--- config.mk ---
export PLATFORM = sky130hd
export DESIGN_NAME = semc_isqrt
export DESIGN_NICKNAME = d
export VERILOG_FILES = /design/src/rtl/semc_isqrt.sv
export SDC_FILE = /design/constraint.sdc
export NUM_CORES = 1
export LEC_CHECK = 0
export BUFFER_PORTS_ARGS = -buffer_cell sky130_fd_sc_hd__buf_2
export CORE_ASPECT_RATIO = 2
export CORE_UTILIZATION = 59
export DETAILED_ROUTE_END_ITERATION = 10
export MAX_ROUTING_LAYER = met4
export PLACE_DENSITY = 0.79
export SYNTH_ARGS = -nofsm -noshare
export SYNTH_HDL_FRONTEND = slang
export SYNTH_SLANG_ARGS = --single-unit
--- constraint.sdc ---
create_clock -name clk -period 5.7 [get_ports clk]
set_input_delay 0.285 -clock clk [delete_from_list [all_inputs] [get_ports clk]]
set_output_delay 0.285 -clock clk [all_outputs]
set_load 0.01 [all_outputs]
--- src/rtl/semc_isqrt.sv ---
`timescale 1ns / 1ps
// ----------------------------------------------------------------------------
// semc_isqrt
// Bit-serial integer square root, rounded down. One root bit per cycle;
// done pulses with root valid.
// ----------------------------------------------------------------------------
module semc_isqrt #(
  parameter int ROOT_W = 11
) (
  input  logic                  clk,
  input  logic                  rst,
  input  logic                  start,
  input  logic [2*ROOT_W-1:0]   radicand,
  output logic                  done,
  output logic [ROOT_W-1:0]     root
);

  localparam int CNT_W = $clog2(ROOT_W);

  logic                busy;
  logic [CNT_W-1:0]    cnt;
  logic [2*ROOT_W-1:0] rad;
  logic [ROOT_W-1:0]   rem;
  logic [ROOT_W+1:0]   rem_shift;
  logic [ROOT_W+1:0]   trial;
  logic [ROOT_W+1:0]   diff;
  logic                fits;

  // bring down the next two radicand bits, try 4*root+1
  assign rem_shift = {rem, rad[2*ROOT_W-1 -: 2]};
  assign trial     = {root, 2'b01};
  assign fits      = (rem_shift >= trial);
  assign diff      = rem_shift - trial;

  always_ff @(posedge clk) begin
    if (rst) begin
      busy <= 1'b0;
      done <= 1'b0;
    end else begin
      // last root bit lands this cycle
      done <= busy && !start && (cnt == '0);
      if (start) begin
        busy <= 1'b1;
        cnt  <= CNT_W'(ROOT_W - 1);
        rad  <= radicand;
        rem  <= '0;
        root <= '0;
      end else if (busy) begin
        rad <= {rad[2*ROOT_W-3:0], 2'b00};
        if (fits) begin
          rem  <= diff[ROOT_W-1:0];
          root <= {root[ROOT_W-2:0], 1'b1};
        end else begin
          rem  <= rem_shift[ROOT_W-1:0];
          root <= {root[ROOT_W-2:0], 1'b0};
        end
        cnt <= cnt - 1'b1;
        if (cnt == '0) begin
          busy <= 1'b0;
        end
      end
    end
  end

endmodule

==> results of run 1 <==
==> logic make-up after synthesis <==
group / synth area share, %
simple gates: 11.2
buf+inv: 5.01
flops: 54.5
compound gates: 12.3
mux: 8.65
xor+xnor: 1.93
fa+ha+maj: 6.44
==> state kept, by name, indices dropped and copies added, names as in the netlist <==
register and count:
done 1, cnt 4, rad 22, root 11, busy 1, rem 11
==> Yosys cell counts, types with 5 or more instances <==
cell	n	area, um2
a21oi_1	13	65.1
edfxtp_1	48	1440
ha_1	14	175
inv_1	23	86.3
mux2_1	5	56.3
mux2_2	15	169
nand2_1	6	22.5
nand2b_1	5	31.3
nand3_1	5	25.0
nor2_1	19	71.3
nor3_2	5	50.1
o21ai_0	6	30.0
o21ai_1	8	40.0
==> stage by stage <==
stage          total power [mW]  std cells  hold WS [ns]  cell area, um2
4_1_cts                   0.847        319         0.253            3020
3_5_place_dp              0.642        311         0.468            2940
2_1_floorplan             0.594        228         0.429            2720
6_report                  0.844        319         0.266            3020
3_3_place_gp              0.637        311         0.460            2940
5_1_grt                   0.877        319         0.268            3020
==> worst max-delay path, stage by stage, from the launching register on <==
cell and delay, ns:
edfxtp_1 0.41, ha_1 0.45, nand4_1 0.20, nor3_2 0.25, a22o_1 0.52, o21ai_1 0.14
o32ai_1 0.31
==> worst paths after layout <==
check | from | to | depth (start not counted)
setup / recovery | rem[4]$_SDFFCE_PP0P_ | rem[6]$_SDFFCE_PP0P_ | 6
setup reg to reg | rem[4]$_SDFFCE_PP0P_ | rem[6]$_SDFFCE_PP0P_ | 6
hold / removal | radicand[0] | rad[0]$_SDFFCE_PN0P_ | 2
hold reg to reg | busy$_SDFF_PP0_ | done$_SDFF_PP0_ | 2
==> final cells by class <==
type / count / area, um2
Sequential cell: 50 / 1480
Fill cell: 342 / 1360
Multi-Input combinational cell: 146 / 1110
Timing Repair Buffer: 37 / 188
Inverter: 24 / 90.1
Clock buffer: 7 / 76.3
Tap cell: 54 / 67.6
Clock inverter: 1 / 7.51
==> routing by layer <==
metal | up-vias | wire [um] | global-route usage, %
li1 | 909 | - | -
met2 | 80 | 3240 | 46.5
met5 | - | 0 | -
met3 | 18 | 252 | 4.21
met4 | 0 | 200 | 15.2
met1 | 935 | 1980 | 24.9
==> power breakdown <==
part           internal (mW)  switching [mW]  total, mW
combinational         0.0759           0.113      0.189
sequential             0.437          0.0122      0.449
clock                 0.0872           0.119      0.206
total                  0.600           0.244      0.844
==> out/results.ini, run 1 <==
[status]
run_status=finished clean

[power]
power.leakage_nw=1.20
power_density_nw_per_um2=279
vdd_drop_max_mv=0.228

[sta]
fin_ws_ns=3.24
final-hold-violation-count=0
rsz0062_at_grt=no
fin_crit_ns=2.46
tightest_slew_ns=1.03
final_max_slew_viol_count=0
max_freq_ghz=0.407
period_share_pct=43.1
setup_viol=0
setup-tns-final_ns=0
clock_skew_ns=0.0182
slew_headroom_pct=31.0

[synthesis]
avgSynthCellArea_um2=11.9
netlist_instances=228
yosys_warnings=0
ys_ff_latch=50
synth_edf_count=48
synth-seq-area-share_pct=54.5
synth_area_um2=2720
synth.distinct_cells=46
syn_nets=267
async_flop_share_pct=0
synthFlopType=edfxtp_1

[worst_setup_path]
cp.required_ns=5.84
worst-setup-path-type=reg2reg
cp-end-kind=flop
rrSetupSlack_ns=3.24
path_max_fanout=11
start_kind=flop
worstPathArrival_ns=2.59

[cells_and_area]
syn_to_final_growth_pct=11.0
drive_gt1_share_pct=26.8
diodes=0
fin_nets=303
layout_common_cells=48 x edfxtp_1, 36 x buf_2, 23 x inv_1, 18 x nor2_1, 15 x mux2_2
utilization_pct=68.9
final_common_cell=edfxtp_1

[cts]
numCtsBuffers=5
clk_pin_slew_ns=0.10
root_buffer=clkbuf_8
cts_tree=yes
cts_setup_buffers=0
htree_levels=2
cts_buffer_depth=2
clk_latency_ns=0.31
hold_buffers=0
cts_sinks=50
cts_resized=0

[floorplan]
die_y_um=98.0
start_util_pct=62.1
core_um2=4380
num_rows=34
die_area_um2=4900
die_w_um=50.0
io_pins=37

[routing]
wire_per_inst_um=17.8
dr_total_vias=1942
drc=0
dr.pass1.iters=4
viasPerCell=6.09
drt_iter0_markers=48
ant_nets=0
routed_wl_um=5670

[worst_hold_path]
worstHoldPathType=in2reg

[placed_design]
routabilityCongestion=0.976
post-place-ws_ns=3.28
dp_hpwl_um=4030
io_buffers=36

[grt]
grt_overflow=0
grt_max_degree=47
grt_antenna_before_repair=0
grtUsageTotal_pct=26.0
first_global_vias=2021
grt_pass1_wl_um=9110

[flow_run]
drv_cap=0

No activity file was read; power rests on OpenSTA's default activity.
==> run 2: changes to the inputs <==
--- a/config.mk
+++ b/config.mk
@@ -7,10 +7,10 @@
 export LEC_CHECK = 0
 export BUFFER_PORTS_ARGS = -buffer_cell sky130_fd_sc_hd__buf_2
 export CORE_ASPECT_RATIO = 2
-export CORE_UTILIZATION = 59
+export CORE_UTILIZATION = 57
 export DETAILED_ROUTE_END_ITERATION = 10
 export MAX_ROUTING_LAYER = met4
-export PLACE_DENSITY = 0.79
+export PLACE_DENSITY = 0.77
 export SYNTH_ARGS = -nofsm -noshare
 export SYNTH_HDL_FRONTEND = slang
 export SYNTH_SLANG_ARGS = --single-unit
==> constraint.sdc (replaced) <==
create_clock -name clk -period 2.3 [get_ports clk]
set_input_delay 0.115 -clock clk [delete_from_list [all_inputs] [get_ports clk]]
set_output_delay 0.115 -clock clk [all_outputs]
set_load 0.01 [all_outputs]
==> run 2 against run 1 <==
Effect of this change:
- clock power increased to 2.7 times the previous value
- worst hold slack got worse by 0.18 ns
- via count decreased by 1.2%
- sequential share of layout area decreased by 2.2 points
- register-to-register slack got worse by 3.1 ns
- flip-flop and latch count unchanged
- die area increased by 3.4%
- cell area increased by 4.7%
- sequential power increased by 150%
- combinational power increased to 2.7 times the previous value
- clock-buffer cell count decreased by 2
- maximum frequency increased by 13%
- highest routed layer unchanged
==> out/results.ini, run 2 (synthesized netlist as in run 1, its figures left out) <==
[status]
run_status=finished clean

[grt]
grt_overflow=0  ; unchanged
grt_max_degree=41  ; -13%
grt_pass1_wl_um=8760  ; -3.9%
grtUsageTotal_pct=24.8  ; -1.2 points
first_global_vias=1910  ; -5.5%
grt_antenna_before_repair=0  ; unchanged

[routing]
wire_per_inst_um=16.9  ; -5.1%
viasPerCell=5.78  ; -5.1%
routed_wl_um=5610  ; -1.2%
drt_iter0_markers=50  ; +4.2%
drc=0  ; unchanged
dr.pass1.iters=4  ; unchanged
ant_nets=0  ; unchanged
dr_total_vias=1918  ; -1.2%

[cts]
cts_setup_buffers=0  ; unchanged
numCtsBuffers=5  ; unchanged
cts_tree=yes
hold_buffers=0  ; unchanged
cts_resized=0  ; unchanged
root_buffer=clkbuf_8
cts_buffer_depth=2  ; unchanged
cts_sinks=50  ; unchanged
clk_latency_ns=0.31  ; about the same
htree_levels=2  ; unchanged
clk_pin_slew_ns=0.10  ; about the same

[sta]
slew_headroom_pct=67.0  ; +36 points
setup-tns-final_ns=0  ; unchanged
clock_skew_ns=0.00479  ; -0.0134 ns
setup_viol=0  ; unchanged
final_max_slew_viol_count=0  ; unchanged
fin_crit_ns=2.17  ; -0.280 ns
tightest_slew_ns=0.495  ; -0.533 ns
rsz0062_at_grt=no
final-hold-violation-count=0  ; unchanged
period_share_pct=94.6  ; +51 points
max_freq_ghz=0.460  ; +13%

[cells_and_area]
design_area_um2=3160  ; +4.7%
largest_reg_flops=22  ; unchanged
drive_gt1_share_pct=31.4  ; +4.6 points
final_common_cell=edfxtp_1
regMostFlops=rad
fin_nets=315  ; +4.0%
diodes=0  ; unchanged
top_regs=rad: 22 flops, rem: 11 flops, root: 11 flops
layout_common_cells=48 x edfxtp_1, 36 x buf_2, 23 x inv_1, 18 x nor2_1, 15 x mux2_2
syn_to_final_growth_pct=16.2

[power]
p_clk_share_pct=25.6  ; +1.2 points
vdd_drop_max_mv=0.617  ; +170%
swShare_pct=29.8  ; +0.87 points
power_density_nw_per_um2=693  ; +150%
power_frac_comb_pct=23.6  ; +1.2 points
switchingPower_uw=653  ; +170%
seqPwrFrac_pct=50.8  ; -2.4 points
power.leakage_nw=1.29  ; +7.3%
p_int_mw=1.54  ; +160%

[worst_hold_path]
worstHoldPathType=in2reg

[worst_setup_path]
path_max_fanout=4  ; -7
slowest_delay_ns=0.43  ; -0.09 ns
worst-setup-path-type=reg2reg
cp-end-kind=flop
cp.required_ns=2.36  ; -3.48 ns
worstPathArrival_ns=2.23  ; -0.36 ns
start_kind=flop
crit_path_top_delay_cell=edfxtp_1
cp_cell_sequence=ha_1, o21ai_1, a21oi_1, o21ai_0, buf_4, mux2i_1, a311oi_2

[placed_design]
routabilityCongestion=0.963  ; -1.3%
post_dp_cell_area_um2=3040  ; +3.5%
dp_hpwl_um=4260  ; +5.8%
io_buffers=36  ; unchanged

[floorplan]
die_area_um2=5070  ; +3.4%
die_w_um=50.8  ; +1.7%
core_um2=4600  ; +4.9%
num_rows=35  ; +2.9%
io_pins=37  ; unchanged
start_util_pct=59.2  ; -2.9 points
die_y_um=99.7  ; +1.7%

[flow_run]
drv_cap=0  ; unchanged

## run 2: final cells by class
class | count | area [um2]
Inverter | 24 | 90.1
Timing Repair Buffer | 49 | 290
Sequential cell | 50 | 1480
Multi-Input combinational cell | 146 | 1130
Fill cell | 371 | 1440
Clock inverter | 3 | 28.8
Tap cell | 55 | 68.8
Clock buffer | 5 | 68.8
## run 2: final timing paths
check | from | to | slack [ns] | depth (start not counted)
max | rem[1]$_SDFFCE_PP0P_ | rem[8]$_SDFFCE_PP0P_ | 0.13 | 7
min | radicand[5] | rad[5]$_DFFE_PP_ | 0.08 | 2
max reg2reg | rem[1]$_SDFFCE_PP0P_ | rem[8]$_SDFFCE_PP0P_ | 0.13 | 7
min reg2reg | busy$_SDFF_PP0_ | done$_SDFF_PP0_ | 0.47 | 2
## run 2: worst max-delay path, delay by kind of cell, from the launching register on
kind,cells,cell delay (ns)
muxes,1,0.24
AOI/OAI and AO/OA,4,0.73
buffers and inverters,1,0.18
DFF,1,0.43
adders and majority gates,1,0.34
## run 2: stage by stage
step	total power, mW	hold slack, ns	util (%)	setup slack, ns	cells
finish	2.19	0.0837	68.8	0.125	332
global route	2.26	0.0829	68.8	0.00363	332
CTS	2.18	0.0812	68.2	0.0752	332
detailed placement	1.64	0.406	66.1	0.101	324
global placement	1.63	0.398	66.1	0.121	324
floorplan	1.47	0.277	-	0.0882	228
## run 2: layer usage
layer | wire [um] | part of all wire (%) | track usage (%) | up-vias
met5 | 0 | 0 | - | -
met4 | 274 | 4.9 | 15.8 | 0
met3 | 177 | 3.2 | 2.91 | 21
met2 | 3200 | 57 | 45.1 | 59
met1 | 1950 | 35 | 23.5 | 905
li1 | - | - | - | 933
## run 2: power groups by stage
stage          clock network (mW)  logic (mW)  registers [mW]
2_1_floorplan                   0       0.341            1.13
3_3_place_gp                    0       0.497            1.13
3_5_place_dp                    0       0.505            1.13
4_1_cts                     0.562       0.507            1.11
5_1_grt                     0.581       0.563            1.12
6_report                    0.560       0.517            1.11
==> run 3: changes to the inputs <==
--- a/config.mk
+++ b/config.mk
@@ -9,6 +9,7 @@
 export CORE_ASPECT_RATIO = 2
 export CORE_UTILIZATION = 57
 export DETAILED_ROUTE_END_ITERATION = 10
+export GPL_TIMING_DRIVEN = 0
 export MAX_ROUTING_LAYER = met4
 export PLACE_DENSITY = 0.77
 export SYNTH_ARGS = -nofsm -noshare
==> run 3 against run 2 <==
Effect of this change:
- total power up 0.91%
- highest routed layer unchanged
- wire length down 2.1%
- sequential share of layout area up 0.64 points
- via count up 0.78%
- critical path type unchanged
- clock-buffer cell count up 1
- worst hold slack better by 0.014 ns
- worst setup slack worse by 0.058 ns
- register-to-register slack worse by 0.06 ns
- clock skew down 0.00083 ns
- flip-flop and latch count unchanged
- first-iteration DRC count down 14%
==> out/results.ini, run 3 (synthesized netlist as in run 1, its figures left out) <==
[status]
run_status=finished clean

[cts]
cts_tree=yes
clk_pin_slew_ns=0.09  ; about the same
cts_sinks=50  ; unchanged
cts_buffer_depth=2  ; unchanged
clk_latency_ns=0.30  ; about the same
htree_levels=2  ; unchanged
hold_buffers=0  ; unchanged
root_buffer=clkbuf_8
numCtsBuffers=5  ; unchanged

[worst_setup_path]
start_kind=flop
r2r_end=rem[6]$_SDFFCE_PP0P_
cp-end-kind=flop
ff2ff_path_depth=7  ; unchanged
worstPathArrival_ns=2.28  ; +0.05 ns
crit_cells=7  ; unchanged
rrSetupSlack_ns=0.07  ; -0.06 ns
crit_family=compound AO/OA/AOI/OAI gates
path_max_fanout=8  ; +4
r2r-start=rem[4]$_SDFFCE_PP0P_
crit_path_top_delay_cell=edfxtp_1
crit_start=rem[4]$_SDFFCE_PP0P_
worst-setup-path-type=reg2reg
cp_cell_sequence=ha_1, buf_6, a21o_1, a31o_1, a22o_1, o21ai_1, o32ai_1
cp.required_ns=2.35  ; about the same
slowest_delay_ns=0.42  ; about the same
crit_end=rem[6]$_SDFFCE_PP0P_
crit_buf_inv=1  ; unchanged

[sta]
setup_viol=0  ; unchanged
period_share_pct=97.1  ; +2.5 points
final_max_slew_viol_count=0  ; unchanged
rsz0062_at_grt=yes
fin_hold_ws_ns=0.0974  ; +0.0137 ns
slew_headroom_pct=56.0  ; -11 points
clock_skew_ns=0.00397  ; -0.000829 ns
fin_crit_ns=2.23  ; +0.0578 ns
max_freq_ghz=0.448  ; -2.6%
fin_ws_ns=0.0674  ; -0.0578 ns
tightest_slew_ns=0.660  ; +0.165 ns
final-hold-violation-count=0  ; unchanged

[cells_and_area]
drive_gt1_share_pct=29.4  ; -2.0 points
syn_to_final_growth_pct=14.7
seqCellArea_um2=1480  ; unchanged
fillers=401  ; +8.1%
design_area_um2=3120  ; -1.3%
regMostFlops=rad
layout_common_cells=48 x edfxtp_1, 36 x buf_2, 23 x inv_1, 18 x nor2_1, 15 x mux2_2
largest_reg_flops=22  ; unchanged
diodes=0  ; unchanged
final_common_cell=edfxtp_1
multi_input_area_um2=1130  ; -0.66%
fin_nets=310  ; -1.6%
top_regs=rad: 22 flops, rem: 11 flops, root: 11 flops
stdcell_count=327  ; -1.5%

[routing]
ant_nets=0  ; unchanged
drt_iter0_markers=43  ; -14%
dr.pass1.iters=6  ; +2
viasPerCell=5.91  ; +2.3%
wire_per_inst_um=16.8  ; -0.55%
routed_wl_um=5490  ; -2.1%
dr_total_vias=1933  ; +0.78%
drc=0  ; unchanged

[placed_design]
routabilityCongestion=0.977  ; +1.5%
io_buffers=35  ; -2.8%
post-place-ws_ns=0.0350  ; -0.0659 ns
dp_hpwl_um=4130  ; -3.1%
placedCellCount=319  ; -1.5%
post_dp_cell_area_um2=2990  ; -1.6%

[power]
vdd_drop_max_mv=0.570  ; -7.6%
power_density_nw_per_um2=709  ; +2.3%
power.leakage_nw=1.23  ; -3.9%

[floorplan]
core_um2=4600  ; unchanged
die_area_um2=5070  ; unchanged
die_y_um=99.7  ; unchanged
die_w_um=50.8  ; unchanged
io_pins=37  ; unchanged
num_rows=35  ; unchanged
start_util_pct=59.2  ; unchanged

[grt]
grtUsageTotal_pct=24.7  ; -0.14 points
first_global_vias=1930  ; +1.0%
grt_pass1_wl_um=8770  ; about the same
grt_antenna_before_repair=0  ; unchanged
grt_overflow=0  ; unchanged
grt_max_degree=33  ; -20%

[worst_hold_path]
worstHoldPathType=in2reg

[flow_run]
drv_cap=0  ; unchanged

[run 3: cell count changes in the layout (fill, tap and decap cells not counted), moves of 2 or more]
cell      before  now
ha_2           0    2
buf_4         12    0
ha_1          14   12
clkbuf_1       0    4
o21ai_2        0    2
buf_6          0    2
[run 3: routing by layer]
metal | part of all wire, % | up-vias | global-route usage (%)
li1 | - | 931 | -
met1 | 35 | 916 | 23.7
met2 | 56 | 58 | 43.6
met3 | 3.0 | 28 | 3.67
met4 | 6.0 | 0 | 16.7
met5 | 0 | - | -
[run 3: worst min-delay path by stage]
stage,from,end,slack (ns),cells after the start
finish,radicand[5],rad[5]$_DFFE_PP_,0.1,2
global route,radicand[1],rad[1]$_SDFFCE_PN0P_,0.09,2
CTS,radicand[2],rad[2]$_DFFE_PP_,0.09,2
detailed placement,radicand[2],rad[2]$_DFFE_PP_,0.41,2
global placement,radicand[0],rad[0]$_SDFFCE_PN0P_,0.40,2
floorplan,rst,done$_SDFF_PP0_,0.28,2
[run 3: through the flow]
stage                     setup TNS [ns]  total power [mW]  utilization [%]
after global routing            -0.00178              2.31             67.8
after CTS                              0              2.22             67.5
after detailed placement               0              1.61             65.1
after floorplan                        0              1.47                -
after global placement            -26.64              1.59             64.5
final                                  0              2.21             67.8
[run 3: layout make-up]
| class | count | share of cell area (%) |
|---|---|---|
| Buffer | 8 | 1.52 |
| Tap cell | 55 | 2.21 |
| Multi-Input combinational cell | 146 | 36.1 |
| Timing Repair Buffer | 36 | 6.26 |
| Sequential cell | 50 | 47.5 |
| Clock buffer | 6 | 2.33 |
| Inverter | 24 | 2.89 |
| Clock inverter | 2 | 1.20 |
[run 3: report_power, final]
part | total, mW | switching, mW | internal [mW]
Sequential | 1.11 | 0.0299 | 1.08
Clock | 0.612 | 0.287 | 0.325
Combinational | 0.487 | 0.284 | 0.203
[run 3: what timing repair did]
action                     CTS  global route
setup endpoints to repair    0             9
setup buffers                0             0
hold endpoints to repair     0             0
gates resized for setup      0             8
